## src/rtl/core/bss_mul.sv

```systemverilog
// Shared 32 by 32 unsigned multiplier with a registered product.
module bss_mul (
  input  logic        clk_i,
  input  logic [31:0] a_i,
  input  logic [31:0] b_i,
  output logic [63:0] p_o
);

  logic [63:0] p_q;

  always_ff @(posedge clk_i) begin
    p_q <= a_i * b_i;
  end

  assign p_o = p_q;

endmodule

```

## config.mk

```make
export PLATFORM = sky130hd
export DESIGN_NAME = bss_mul
export DESIGN_NICKNAME = d
export VERILOG_FILES = /design/src/rtl/core/bss_mul.sv
export SDC_FILE = /design/constraint.sdc
export NUM_CORES = 2
export LEC_CHECK = 0
export BUFFER_PORTS_ARGS = -buffer_cell sky130_fd_sc_hd__buf_4
export CAP_MARGIN = 15
export CORE_AREA = 2 2 281 283
export CTS_BUF_LIST = sky130_fd_sc_hd__clkbuf_4 sky130_fd_sc_hd__clkbuf_8
export DETAILED_ROUTE_END_ITERATION = 8
export DIE_AREA = 0 0 283 285
export GPL_TIMING_DRIVEN = 0
export PLACE_DENSITY = 0.69
export SLEW_MARGIN = 20
export SYNTH_ARGS = -nofsm -noshare
export SYNTH_HDL_FRONTEND = slang
export SYNTH_SLANG_ARGS = --single-unit
export TNS_END_PERCENT = 100
```

## constraint.sdc

```tcl
create_clock -name clk_i -period 12.2 [get_ports clk_i]
set_input_delay 0.61 -clock clk_i [delete_from_list [all_inputs] [get_ports clk_i]]
set_output_delay 0.61 -clock clk_i [all_outputs]
set_load 0.005 [all_outputs]
```

==> reports/metrics.yaml <==
outcome:
  status: "finished clean"
route:
  ant_nets: 0
  firstDrtPassIters: 6
  drt-met1-wl_mm: 45.8
  drt_iter0_markers: 2472
  via_per_inst: 5.53
  vias: 27400
  wl_met2_mm: 58.5
  routed-wl-met3_mm: 14.1
  drc: 0
  wl_mm: 129
  top_layer: "met5"
  wl_per_cell_um: 26.1
timing:
  fin_crit_ns: 8.96
  slew-limit-headroom: 0.190
  final-setup-viol-count: 0
  tightest_slew_ns: 1.21
  hold_violations: 0
  fmax_ghz: 0.112
  drv_slew: 0
  final.setup.tns_ns: 0
  fin_crit_sh: 0.734
  rsz0062_at_grt: "false"
clock_tree:
  numCtsBuffers: 9
  cts_tree: "done"
  cts.sinks: 64
  ctsHoldBuffers: 0
  clk_pin_slew_ns: 0.08
  cts_root_buffer: "clkbuf_8"
  cts_setup_buffers: 0
  clock_path_buffers: 2
  cts_resized: 0
  htreeDepth: 3
setup_path:
  critPathLaunchType: "primary input"
  worst_ep_required_time_ns: 12.50
  end_kind: "flip-flop"
  crit_type: "in2reg"
  crit_path_frequent_cell: "fa_1"
  worst-path-max-fanout: 10
  cp.arrival_ns: 9.26
  max_stage_delay_ns: 0.87
  critical_path.top_delay_family: "adder cells"
  path_buf_inv: 8
  slowest_stage: "clkbuf_1"
yosys:
  syn_nets: 4972
  synth_seq_cells: 64
  synth.most_common_cell: "fa_1"
  synth_area_leaders: "fa_1 (52%), and2_1 (11%), ha_1 (9.5%)"
  seq_area_frac_synth: 0.0369
  synth_edf_count: 0
  synth_area_um2: 34700
  syn_avg_cell_area_um2: 9.25
  synth_top_area_cell: "fa_1"
  synthTopCellsByCount: "fa_1 (896), inv_1 (865), and2_1 (602)"
  ys_types: 57
  yosysWarnings: 0
  async_flop_share: 0
  yosysTopAreaCellShare: 0.517
  synth_cells: 3748
  synth-main-ff-cell: "dfxtp_1"
final_layout:
  area_growth_pct: 7.38
  largest_reg_flops: 64
  fillers: 7643
  layout-drive-gt1-share: 0.0432
  layout.nets: 5112
grt:
  grt_max_degree: 12
  grt_use_total: 0.326
  grt_pass1_vias: 28800
  grt_pass1_wl_mm: 188
  grt-ovfl-total: 0
  antenna_found_initial: 17
placement:
  dp_hpwl_mm: 109
  gp_congestion: 1.05
  portBuffers: 128
floorplanning:
  fp.dieH_um: 285
  start_util: 0.445
  fp.dieW_um: 283
  die_area_um2: 80700
  placementRows: 103
  num_io_pins: 129
  core_area_um2: 78000
job:
  maxCapViolCount: 0
worst_hold_path:
  hold_path.class: "in2reg"
logic make-up after synthesis:
logic type / Yosys count / synth area share
compound gates: 202 / 0.0415
xor+xnor: 60 / 0.0152
fa+ha+maj: 1159 / 0.612
buf+inv: 1085 / 0.118
flops: 64 / 0.0369
mux: 1 / 0.000289
simple gates: 1177 / 0.176
worst paths after layout:
| check | to | start | cells past startpoint | slack, ns |
|---|---|---|---|---|
| setup / recovery | p_o[62] | a_i[19] | 26 | 3.24 |
| hold / removal | p_o[0] | b_i[0] | 2 | 0.47 |
placed cells by master (no fill, tap or decap), types with 3 or more instances in the layout:
| cell | n |
|---|---|
| a21oi_2 | 3 |
| xor2_1 | 25 |
| clkbuf_1 | 213 |
| ha_1 | 263 |
| xnor2_1 | 35 |
| nor3_1 | 7 |
| a31oi_1 | 12 |
| o21bai_1 | 10 |
| a21oi_1 | 63 |
| nor2_1 | 20 |
| o21a_1 | 9 |
| or4_1 | 3 |
| a221o_1 | 4 |
| nand3_1 | 10 |
| dfxtp_1 | 64 |
| clkbuf_8 | 11 |
| bufinv_16 | 3 |
| buf_4 | 128 |
| diode_2 | 7 |
| and4_1 | 3 |
| buf_2 | 6 |
| o221ai_1 | 3 |
| o21ai_0 | 21 |
| nand2_1 | 480 |
| a211oi_1 | 3 |
| a21o_1 | 40 |
| nand4_1 | 23 |
| a221oi_4 | 3 |
| o21ai_1 | 5 |
| fa_1 | 896 |
| inv_1 | 865 |
| o31ai_4 | 3 |
| or3_1 | 3 |
| a21boi_1 | 3 |
| and3_1 | 14 |
| and2_1 | 602 |
| or2_2 | 3 |
area by class of cell:
type | instances | area (um^2) | share of cell area
Antenna cell | 7 | 17.5 | 0.000470
Buffer | 220 | 833 | 0.0224
Clock buffer | 11 | 151 | 0.00407
Clock inverter | 5 | 103 | 0.00276
Inverter | 865 | 3250 | 0.0872
Multi-Input combinational cell | 2599 | 29300 | 0.787
Sequential cell | 64 | 1280 | 0.0344
Tap cell | 1050 | 1310 | 0.0353
Timing Repair Buffer | 129 | 972 | 0.0261
per-layer routing:
layer	global-route usage	up-vias
li1	-	11100
met1	0.403	14100
met2	0.508	1646
met3	0.0744	439
met4	0.232	8
met5	0	-
per-stage QoR:
| stage | hold WS (ns) | cells | area (um^2) | utilization | worst slack [ns] |
|---|---|---|---|---|---|
| after floorplan | 0.737 | 3748 | 34700 | - | 4.84 |
| after global placement | 0.859 | 4926 | 37000 | 0.474 | 3.20 |
| after detailed placement | 0.864 | 4927 | 37000 | 0.474 | 3.17 |
| after CTS | 0.450 | 4943 | 37200 | 0.477 | 3.59 |
| after global routing | 0.462 | 4943 | 37200 | 0.477 | 3.22 |
| final | 0.471 | 4950 | 37200 | 0.478 | 3.24 |
Power is not shown: default switching activity piles up to over one toggle a cycle in this logic, so the estimate is an artifact.
